### config.mk
export PLATFORM = sky130hd
export DESIGN_NAME = keyed_line_stream_filter_core
export DESIGN_NICKNAME = d
export VERILOG_FILES = /design/src/rtl/core/klsf_pkg.sv /design/src/rtl/core/klsf_front.sv /design/src/rtl/core/klsf_fifo.sv /design/src/rtl/core/klsf_back.sv /design/src/rtl/core/keyed_line_stream_filter_core.sv
export SDC_FILE = /design/constraint.sdc
export NUM_CORES = 1
export LEC_CHECK = 0
export BUFFER_PORTS_ARGS = -buffer_cell sky130_fd_sc_hd__buf_2
export CAP_MARGIN = 30
export CELL_PAD_IN_SITES_DETAIL_PLACEMENT = 0
export CELL_PAD_IN_SITES_GLOBAL_PLACEMENT = 1
export CORE_MARGIN = 1
export CORE_UTILIZATION = 56
export DETAILED_ROUTE_END_ITERATION = 10
export PLACE_DENSITY_LB_ADDON = 0.3
export SLEW_MARGIN = 10
export SYNTH_ARGS = -nofsm -noshare
export SYNTH_HDL_FRONTEND = slang
export SYNTH_SLANG_ARGS = --single-unit
### constraint.sdc
create_clock -name i_clk -period 12.4 [get_ports i_clk]
set_input_delay 1.24 -clock i_clk [delete_from_list [all_inputs] [get_ports i_clk]]
set_output_delay 1.24 -clock i_clk [all_outputs]
set_load 0.05 [all_outputs]
### src/rtl/core/klsf_pkg.sv
`timescale 1ns / 1ps
package klsf_pkg;

    localparam int KEY_CHARS_DEF = 31;
    localparam int LEN_W         = 5;
    localparam int FIFO_DEPTH    = 4;
    localparam int CFG_IDX_W     = 3;
    localparam int CFG_DATA_W    = 64;
    localparam int KEY_HI_W      = 56;
    localparam int KEY_REG_CHARS = 31;

    localparam logic [CFG_IDX_W-1:0] CFG_KEY_LO     = 3'd0;
    localparam logic [CFG_IDX_W-1:0] CFG_KEY_MID_LO = 3'd1;
    localparam logic [CFG_IDX_W-1:0] CFG_KEY_MID_HI = 3'd2;
    localparam logic [CFG_IDX_W-1:0] CFG_KEY_HI     = 3'd3;
    localparam logic [CFG_IDX_W-1:0] CFG_KEY_LEN    = 3'd4;

    localparam logic OP_DATA  = 1'b0;
    localparam logic OP_FLUSH = 1'b1;

    localparam logic [7:0] CHAR_COLON   = 8'h3A;
    localparam logic [7:0] CHAR_NEWLINE = 8'h0A;

    // one queue entry: len buffered key bytes, then one tail item
    typedef struct packed {
        logic [LEN_W-1:0] len;
        logic [7:0]       tail;
        logic             status;
        logic             matched;
    } t_push;

endpackage

### src/rtl/core/klsf_front.sv
`timescale 1ns / 1ps
module klsf_front #(
    parameter int KEY_CHARS = klsf_pkg::KEY_CHARS_DEF
) (
    input  logic                                i_clk,
    input  logic                                i_rst_n,
    input  logic                                i_cfg_wr_en,
    input  logic [klsf_pkg::CFG_IDX_W-1:0]      i_cfg_index,
    input  logic [klsf_pkg::CFG_DATA_W-1:0]     i_cfg_data,
    input  logic                                i_in_valid,
    output logic                                o_in_stall,
    input  logic                                i_opcode,
    input  logic [7:0]                          i_data_byte,
    input  logic                                i_fifo_full,
    input  logic                                i_snap_busy,
    output logic                                o_push_valid,
    output klsf_pkg::t_push                     o_push,
    output logic                                o_snap_load,
    output logic [KEY_CHARS*8-1:0]              o_key_flat
);
    import klsf_pkg::*;

    localparam int FW = $clog2(KEY_CHARS + 1);
    localparam int IW = (KEY_CHARS > 1) ? $clog2(KEY_CHARS) : 1;

    logic [63:0]         r_key_lo;
    logic [63:0]         r_key_mid_lo;
    logic [63:0]         r_key_mid_hi;
    logic [KEY_HI_W-1:0] r_key_hi;
    logic [4:0]          r_key_len;

    logic          r_in_key, n_in_key;
    logic          r_keep, n_keep;
    logic          r_dropped, n_dropped;
    logic [FW-1:0] r_fill, n_fill;
    logic [7:0]    r_key [KEY_CHARS];

    logic [KEY_REG_CHARS*8-1:0] cfg_chars;
    logic                       bytes_eq;
    logic                       key_match;
    logic                       accept;
    logic                       is_delim;
    logic                       key_wr;

    assign cfg_chars = {r_key_hi, r_key_mid_hi, r_key_mid_lo, r_key_lo};

    always_ff @(posedge i_clk) begin
        if (!i_rst_n) begin
            r_key_lo     <= '0;
            r_key_mid_lo <= '0;
            r_key_mid_hi <= '0;
            r_key_hi     <= '0;
            r_key_len    <= 5'd1;
        end else if (i_cfg_wr_en) begin
            case (i_cfg_index)
                CFG_KEY_LO:     r_key_lo     <= i_cfg_data;
                CFG_KEY_MID_LO: r_key_mid_lo <= i_cfg_data;
                CFG_KEY_MID_HI: r_key_mid_hi <= i_cfg_data;
                CFG_KEY_HI:     r_key_hi     <= i_cfg_data[KEY_HI_W-1:0];
                CFG_KEY_LEN:    r_key_len    <= i_cfg_data[4:0];
                default: ;
            endcase
        end
    end

    always_comb begin
        bytes_eq = 1'b1;
        for (int i = 0; i < KEY_CHARS; i++) begin
            if ((FW'(i) < r_fill) && (r_key[i] != cfg_chars[8*i +: 8])) begin
                bytes_eq = 1'b0;
            end
        end
    end

    assign key_match = (r_key_len != 5'd0) && (LEN_W'(r_fill) == r_key_len) && bytes_eq;

    assign o_in_stall = i_fifo_full | (i_snap_busy & r_in_key);
    assign accept     = i_in_valid & ~o_in_stall;
    assign is_delim   = (i_data_byte == CHAR_COLON) || (i_data_byte == CHAR_NEWLINE)
                        || (r_fill >= FW'(KEY_CHARS));

    always_comb begin
        n_in_key     = r_in_key;
        n_keep       = r_keep;
        n_dropped    = r_dropped;
        n_fill       = r_fill;
        key_wr       = 1'b0;
        o_push_valid = 1'b0;
        o_snap_load  = 1'b0;
        o_push       = '{len: '0, tail: i_data_byte, status: 1'b0, matched: 1'b0};
        if (accept) begin
            if (i_opcode == OP_DATA) begin
                if (r_in_key) begin
                    if (is_delim) begin
                        if (key_match) begin
                            n_keep    = 1'b0;
                            n_dropped = 1'b1;
                        end else begin
                            n_keep       = 1'b1;
                            o_push_valid = 1'b1;
                            o_push.len   = LEN_W'(r_fill);
                            o_snap_load  = (r_fill != '0);
                        end
                        n_in_key = (i_data_byte == CHAR_NEWLINE);
                        n_fill   = '0;
                    end else begin
                        key_wr = 1'b1;
                        n_fill = r_fill + FW'(1);
                    end
                end else begin
                    o_push_valid = r_keep;
                    if (i_data_byte == CHAR_NEWLINE) begin
                        n_in_key = 1'b1;
                    end
                end
            end else begin
                o_push_valid   = 1'b1;
                o_push.len     = r_in_key ? LEN_W'(r_fill) : '0;
                o_push.tail    = 8'd0;
                o_push.status  = 1'b1;
                o_push.matched = r_dropped;
                o_snap_load    = r_in_key && (r_fill != '0);
                n_in_key       = 1'b1;
                n_keep         = 1'b1;
                n_dropped      = 1'b0;
                n_fill         = '0;
            end
        end
    end

    always_ff @(posedge i_clk) begin
        if (!i_rst_n) begin
            r_in_key  <= 1'b1;
            r_keep    <= 1'b1;
            r_dropped <= 1'b0;
            r_fill    <= '0;
        end else begin
            r_in_key  <= n_in_key;
            r_keep    <= n_keep;
            r_dropped <= n_dropped;
            r_fill    <= n_fill;
        end
    end

    always_ff @(posedge i_clk) begin
        if (key_wr) begin
            r_key[r_fill[IW-1:0]] <= i_data_byte;
        end
    end

    always_comb begin
        for (int i = 0; i < KEY_CHARS; i++) begin
            o_key_flat[8*i +: 8] = r_key[i];
        end
    end

endmodule

### src/rtl/core/klsf_fifo.sv
`timescale 1ns / 1ps
module klsf_fifo (
    input  logic            i_clk,
    input  logic            i_rst_n,
    input  logic            i_push,
    input  klsf_pkg::t_push i_data,
    input  logic            i_pop,
    output klsf_pkg::t_push o_head,
    output logic            o_empty,
    output logic            o_full
);
    import klsf_pkg::*;

    localparam int PW = $clog2(FIFO_DEPTH);
    localparam int CW = $clog2(FIFO_DEPTH + 1);

    t_push         r_mem [FIFO_DEPTH];
    logic [PW-1:0] r_wr_ptr;
    logic [PW-1:0] r_rd_ptr;
    logic [CW-1:0] r_count;

    assign o_head  = r_mem[r_rd_ptr];
    assign o_empty = (r_count == '0);
    assign o_full  = (r_count == CW'(FIFO_DEPTH));

    always_ff @(posedge i_clk) begin
        if (!i_rst_n) begin
            r_wr_ptr <= '0;
            r_rd_ptr <= '0;
            r_count  <= '0;
        end else begin
            if (i_push) begin
                r_wr_ptr <= r_wr_ptr + PW'(1);
            end
            if (i_pop) begin
                r_rd_ptr <= r_rd_ptr + PW'(1);
            end
            case ({i_push, i_pop})
                2'b10:   r_count <= r_count + CW'(1);
                2'b01:   r_count <= r_count - CW'(1);
                default: r_count <= r_count;
            endcase
        end
    end

    always_ff @(posedge i_clk) begin
        if (i_push) begin
            r_mem[r_wr_ptr] <= i_data;
        end
    end

endmodule

### src/rtl/core/klsf_back.sv
`timescale 1ns / 1ps
module klsf_back #(
    parameter int KEY_CHARS = klsf_pkg::KEY_CHARS_DEF
) (
    input  logic                   i_clk,
    input  logic                   i_rst_n,
    input  klsf_pkg::t_push        i_head,
    input  logic                   i_empty,
    output logic                   o_pop,
    input  logic                   i_snap_load,
    input  logic [KEY_CHARS*8-1:0] i_key_flat,
    output logic                   o_snap_busy,
    output logic                   o_out_valid,
    input  logic                   i_out_stall,
    output logic [7:0]             o_out_byte,
    output logic                   o_is_status,
    output logic                   o_matched_any,
    output logic                   o_last
);
    import klsf_pkg::*;

    localparam int IW = (KEY_CHARS > 1) ? $clog2(KEY_CHARS) : 1;

    logic [7:0]       r_snap [KEY_CHARS];
    logic             r_busy, n_busy;
    logic [LEN_W-1:0] r_idx, n_idx;
    logic             r_out_valid, n_out_valid;
    logic [7:0]       r_byte, n_byte;
    logic             r_status, n_status;
    logic             r_matched, n_matched;
    logic             r_last, n_last;
    logic             out_free;

    assign out_free = ~r_out_valid | ~i_out_stall;

    always_comb begin
        n_idx       = r_idx;
        n_out_valid = r_out_valid;
        n_byte      = r_byte;
        n_status    = r_status;
        n_matched   = r_matched;
        n_last      = r_last;
        n_busy      = r_busy;
        o_pop       = 1'b0;
        if (out_free) begin
            n_out_valid = ~i_empty;
            if (!i_empty) begin
                if (r_idx < i_head.len) begin
                    n_byte    = r_snap[r_idx[IW-1:0]];
                    n_status  = 1'b0;
                    n_matched = 1'b0;
                    n_last    = 1'b0;
                    n_idx     = r_idx + LEN_W'(1);
                end else begin
                    n_byte    = i_head.tail;
                    n_status  = i_head.status;
                    n_matched = i_head.matched;
                    n_last    = 1'b1;
                    n_idx     = '0;
                    o_pop     = 1'b1;
                    if (i_head.len != '0) begin
                        n_busy = 1'b0;
                    end
                end
            end
        end
        if (i_snap_load) begin
            n_busy = 1'b1;
        end
    end

    always_ff @(posedge i_clk) begin
        if (!i_rst_n) begin
            r_busy      <= 1'b0;
            r_idx       <= '0;
            r_out_valid <= 1'b0;
        end else begin
            r_busy      <= n_busy;
            r_idx       <= n_idx;
            r_out_valid <= n_out_valid;
        end
    end

    always_ff @(posedge i_clk) begin
        r_byte    <= n_byte;
        r_status  <= n_status;
        r_matched <= n_matched;
        r_last    <= n_last;
        if (i_snap_load) begin
            for (int i = 0; i < KEY_CHARS; i++) begin
                r_snap[i] <= i_key_flat[8*i +: 8];
            end
        end
    end

    assign o_snap_busy   = r_busy;
    assign o_out_valid   = r_out_valid;
    assign o_out_byte    = r_byte;
    assign o_is_status   = r_status;
    assign o_matched_any = r_matched;
    assign o_last        = r_last;

endmodule

### src/rtl/core/keyed_line_stream_filter_core.sv
`timescale 1ns / 1ps
// Keyed line filter: bytes stream in, lines whose leading key (ended by a colon, a newline or
// KEY_CHARS characters) equals the configured key are dropped up to the next newline, and an
// end-of-stream item flushes a partial key and returns a status transfer. An input transfer
// is taken every cycle while the queue has room, except that a byte or flush arriving while a
// key is being collected waits until the previous key burst has drained from the single
// snapshot buffer; results leave through one output register at one per cycle unless
// stalled, so an item that releases a key of n characters yields n + 1 output transfers.
// A four-entry queue sits between the classifier and the output sequencer, and a stalled
// output fills it and then stalls the input. There is no clearing pass after reset.
module keyed_line_stream_filter_core #(
    parameter int KEY_CHARS = klsf_pkg::KEY_CHARS_DEF
) (
    input  logic                            i_clk,
    input  logic                            i_rst_n,
    input  logic                            i_cfg_wr_en,
    input  logic [klsf_pkg::CFG_IDX_W-1:0]  i_cfg_index,
    input  logic [klsf_pkg::CFG_DATA_W-1:0] i_cfg_data,
    input  logic                            i_in_valid,
    output logic                            o_in_stall,
    input  logic                            i_opcode,
    input  logic [7:0]                      i_data_byte,
    output logic                            o_out_valid,
    input  logic                            i_out_stall,
    output logic [7:0]                      o_out_byte,
    output logic                            o_is_status,
    output logic                            o_matched_any,
    output logic                            o_last
);
    import klsf_pkg::*;

    t_push                  push_data;
    logic                   push_valid;
    t_push                  head;
    logic                   fifo_empty;
    logic                   fifo_full;
    logic                   pop;
    logic                   snap_load;
    logic                   snap_busy;
    logic [KEY_CHARS*8-1:0] key_flat;

    klsf_front #(
        .KEY_CHARS (KEY_CHARS)
    ) u_front (
        .i_clk        (i_clk),
        .i_rst_n      (i_rst_n),
        .i_cfg_wr_en  (i_cfg_wr_en),
        .i_cfg_index  (i_cfg_index),
        .i_cfg_data   (i_cfg_data),
        .i_in_valid   (i_in_valid),
        .o_in_stall   (o_in_stall),
        .i_opcode     (i_opcode),
        .i_data_byte  (i_data_byte),
        .i_fifo_full  (fifo_full),
        .i_snap_busy  (snap_busy),
        .o_push_valid (push_valid),
        .o_push       (push_data),
        .o_snap_load  (snap_load),
        .o_key_flat   (key_flat)
    );

    klsf_fifo u_fifo (
        .i_clk   (i_clk),
        .i_rst_n (i_rst_n),
        .i_push  (push_valid),
        .i_data  (push_data),
        .i_pop   (pop),
        .o_head  (head),
        .o_empty (fifo_empty),
        .o_full  (fifo_full)
    );

    klsf_back #(
        .KEY_CHARS (KEY_CHARS)
    ) u_back (
        .i_clk         (i_clk),
        .i_rst_n       (i_rst_n),
        .i_head        (head),
        .i_empty       (fifo_empty),
        .o_pop         (pop),
        .i_snap_load   (snap_load),
        .i_key_flat    (key_flat),
        .o_snap_busy   (snap_busy),
        .o_out_valid   (o_out_valid),
        .i_out_stall   (i_out_stall),
        .o_out_byte    (o_out_byte),
        .o_is_status   (o_is_status),
        .o_matched_any (o_matched_any),
        .o_last        (o_last)
    );

endmodule

==> flow_summary_export.csv <==
group,metric,value,unit
final_layout,multi_input_area,9650,um2
yosys,synth_fp_nets,2561,
yosys,ys_async_sr_fraction,0,
grt,track_usage,0.318,
power,irDropWorstVdd,0.000117,V
min_path,min-delay-start,"u_front.r_key[0][6]$_DFFE_PP_",
place,dp_hpwl,63100,um
yosys,synth.avg_cell_area,13.3,um2
grt,grt_pass1_wl,135000,um
floorplanning,ios,94,
place,post-place-ws,6.69,ns
final_layout,fill_cells,4280,
yosys,synth_top_area_cell,"edfxtp_1",
critical_path,critPathMaxStageDelay,0.94,ns
yosys,ys_seq_elements,849,
routing,antenna_left,0,
critical_path,critPathBufInv,2,
clock_network,clkLatencyLatePin,0.64,ns
routing,vias_per_cell,6.10,
sta,min_period,5.43,ns
power,p_int,4.71,mW
clock_network,cts_htree_levels,3,
sta,setup_viol,0,
clock_network,cts-resized-gates,0,
sta,tightest_slew,1.07,ns
critical_path,crit_required,12.66,ns
status,outcome,"finished, final reports clean",
power,switching_share,0.228,
yosys,yosys.area.top_type_share,0.519,
critical_path,path_common_cell,"buf_4",
critical_path,setup.reg_to_reg.worst_slack,6.97,ns
floorplanning,die_area,59600,um2
min_path,hold_end,"u_back.r_snap[0][6]$_DFFE_PP_",
yosys,ys_seq_area_frac,0.690,
min_path,min_path_type,"flip-flop to flip-flop",
power,pwr-share-clk,0.424,
sta,finalHoldViolations,0,
routing,dr_total_vias,20700,
routing,first_pass_iters,5,
place,portBuffers,93,
routing,drt-total-wl,93600,um
final_layout,drive_above_1_share,0.140,
yosys,synth-edff-count,567,
yosys,syn_area,32800,um2
grt,grt-ovfl-total,0,
yosys,yosys.cell_types.count,53,
final_layout,register_area,22700,um2
critical_path,r2r_end,"u_back.r_snap[30][6]$_DFFE_PP_",
sta,fmax,0.184,GHz
sta,finClkSkew,0.0381,ns
routing,dr.first_iter.drc_count,2515,
floorplanning,die_height,244,um
clock_network,tritoncts,"done",
grt,grt_pass1_vias,20000,
clock_network,clockRootBuffer,"clkbuf_16",
critical_path,critPathTopFamily,"simple AND/OR/NAND/NOR gates",
critical_path,slowest_stage,"dfxtp_1",
critical_path,r2r_cells,8,
critical_path,critPathKind,"flip-flop to flip-flop",
sta,setup_ws,6.97,ns
floorplanning,rows,88,
critical_path,worstPathMaxFanout,64,
place,gp_congestion,0.920,
clock_network,cts.sinks,849,
power,combPwrFrac,0.066,
sta,maxSlewViolCount,0,
critical_path,cp-start-kind,"flip-flop",
power,p_seq_frac,0.510,
grt,antenna_found_initial,1,
final_layout,antenna_cells,0,
floorplanning,core,57800,um2
final_layout,layout.nets,2663,
critical_path,reg2reg_from,"u_front.r_fill[4]$_SDFFE_PN0P_",
clock_network,cts_setup_buffers,0,
clock_network,clkTransAtPathRegs,0.07,ns
clock_network,cts_buffer_depth,3,
power,p_sw,1.39,mW
clock_network,cts.hold.buffers_added,0,
sta,rsz0062_at_grt,"no",
routing,routedWlPerCell,27.5,um
sta,period_share,0.438,
job,cap_violations,0,
floorplanning,fp.dieW,244,um
clock_network,cts_buffers,84,
grt,grt_start_max_net_pins,97,
yosys,ys_top_cells_by_area,"edfxtp_1 52%, dfxtp_1 17%, nand2_1 6.3%, mux4_2 5.7%, xor2_1 5.0%",
sta,relSlewSlack,0.280,
power,pwr_density_cell,165,nW/um2
yosys,synth_ff_type,"edfxtp_1",
sta,tns,0,ns
yosys,netlist_instances,2464,
final_layout,area_delta_synth_final,12.7,%
power,cellLeakagePower,12.5,nW
min_path,hold_depth,0,
critical_path,arrival,5.69,ns
yosys,yosys_warnings,0,
critical_path,timing.critical_path.to_type,"flip-flop",
routing,drc_errors,0,
floorplanning,start_util,0.568,
critical_path,worstPathCellList,"nand3_1 -> a31oi_1 -> or4_4 -> o41ai_2 -> a21oi_1 -> and2_4 -> buf_4 -> buf_4",
-- cell families after synthesis --
family,synth area share
compound gates,0.0559
simple gates,0.0967
xor+xnor,0.0704
flops,0.690
buf+inv,0.0163
fa+ha+maj,0.00633
mux,0.0639
-- worst max-delay path by stage --
stage                                        start                        endpoint  slack [ns]  cells after the start
finish              u_front.r_fill[4]$_SDFFE_PN0P_  u_back.r_snap[30][6]$_DFFE_PP_        6.97                      8
global route        u_front.r_fill[4]$_SDFFE_PN0P_  u_back.r_snap[30][1]$_DFFE_PP_        6.78                      8
CTS                 u_front.r_fill[4]$_SDFFE_PN0P_  u_back.r_snap[22][5]$_DFFE_PP_        7.18                      8
detailed placement                  i_data_byte[3]  u_back.r_snap[15][0]$_DFFE_PP_        6.69                     10
global placement                    i_data_byte[2]  u_back.r_snap[15][0]$_DFFE_PP_        6.87                     10
floorplan                           i_data_byte[2]   u_back.r_snap[0][0]$_DFFE_PP_        3.91                      6
-- stage by stage --
stage / hold slack, ns / util / power (mW) / cells / area (um2)
final: 0.463 / 0.640 / 6.11 / 3399 / 37000
after global placement: 0.453 / 0.590 / 3.56 / 3236 / 34100
after global routing: 0.474 / 0.640 / 6.25 / 3399 / 37000
after CTS: 0.467 / 0.639 / 6.11 / 3394 / 36900
after floorplan: 0.447 / - / 3.40 / 2464 / 32800
after detailed placement: 0.455 / 0.591 / 3.57 / 3240 / 34100
-- cells in the mapped netlist, types with 4 or more instances --
cell	instances
o21ai_1	4
ha_1	15
and2_1	23
a31oi_1	5
a22oi_1	4
nor2b_1	5
a211oi_1	12
nand3_1	7
o21ai_0	23
xnor2_1	76
mux4_2	83
nor3_1	11
buf_1	12
xor2_1	188
mux2i_1	23
nor4_1	49
clkbuf_1	95
a21oi_1	276
nand4_1	24
and3_1	6
edfxtp_1	567
buf_2	12
nand2_1	547
inv_1	18
nor2_1	59
dfxtp_1	282
-- area by class of cell --
cell class,count,area share
clock inverter,48,0.0137
timing repair buffer,135,0.0226
clock buffer,106,0.0618
tap,765,0.0259
inverter,20,0.00223
multi-input combinational,1476,0.261
sequential,849,0.613
-- registers in the layout (all words and copies together) (netlist names), 2 cells and up, named ones only --
signal,count
u_front.r_fill,5
u_fifo.r_mem,60
u_back.r_idx,5
u_front.r_key_mid_lo,64
u_fifo.r_wr_ptr,2
u_front.r_key,248
u_front.r_key_len,5
u_front.r_key_lo,64
u_fifo.r_rd_ptr,2
u_back.o_out_byte,8
u_back.r_snap,248
u_front.r_key_hi,56
u_front.r_key_mid_hi,64
u_fifo.r_count,3
-- power by group through the flow --
stage / sequential (mW) / combinational, mW / clock, mW
finish: 3.12 / 0.401 / 2.59
global route: 3.12 / 0.421 / 2.71
CTS: 3.12 / 0.395 / 2.60
detailed placement: 3.18 / 0.393 / 0
global placement: 3.17 / 0.382 / 0
floorplan: 3.18 / 0.218 / 0
-- layout by cell type (no fill, tap or decap), types with 3 or more instances in the layout --
cell and count:
a211oi_1 12, a21oi_1 275, a22oi_1 4, a31oi_1 5, and2_1 21, and3_1 5
buf_2 97, buf_4 33, bufinv_16 9, clkbuf_1 14, clkbuf_16 86, clkbuf_8 6
clkinv_1 7, clkinv_2 17, clkinv_4 3, clkinvlp_4 7, dfxtp_1 280, edfxtp_1 567
ha_1 15, inv_1 18, mux2i_1 23, mux4_2 83, nand2_1 546, nand3_1 6
nand4_1 24, nor2_1 58, nor2b_1 5, nor3_1 11, nor4_1 49, o21ai_0 23
o21ai_1 4, xnor2_1 76, xor2_1 188
-- worst register-to-register path: stages (launching register included) --
cell and delay (ns):
dfxtp_1 0.94, nand3_1 0.50, a31oi_1 0.64, or4_4 0.27, o41ai_2 0.08, a21oi_1 0.30, and2_4 0.81, buf_4 0.83
buf_4 0.68
-- metal layers --
| layer | up-vias | track usage | share of wire |
|---|---|---|---|
| met5 | - | 0 | 0.00011 |
| met4 | 2 | 0.118 | 0.033 |
| met3 | 166 | 0.0632 | 0.11 |
| met2 | 1197 | 0.490 | 0.46 |
| met1 | 10300 | 0.452 | 0.39 |
| li1 | 9027 | - | - |
No activity file was read; power rests on OpenSTA's default activity.
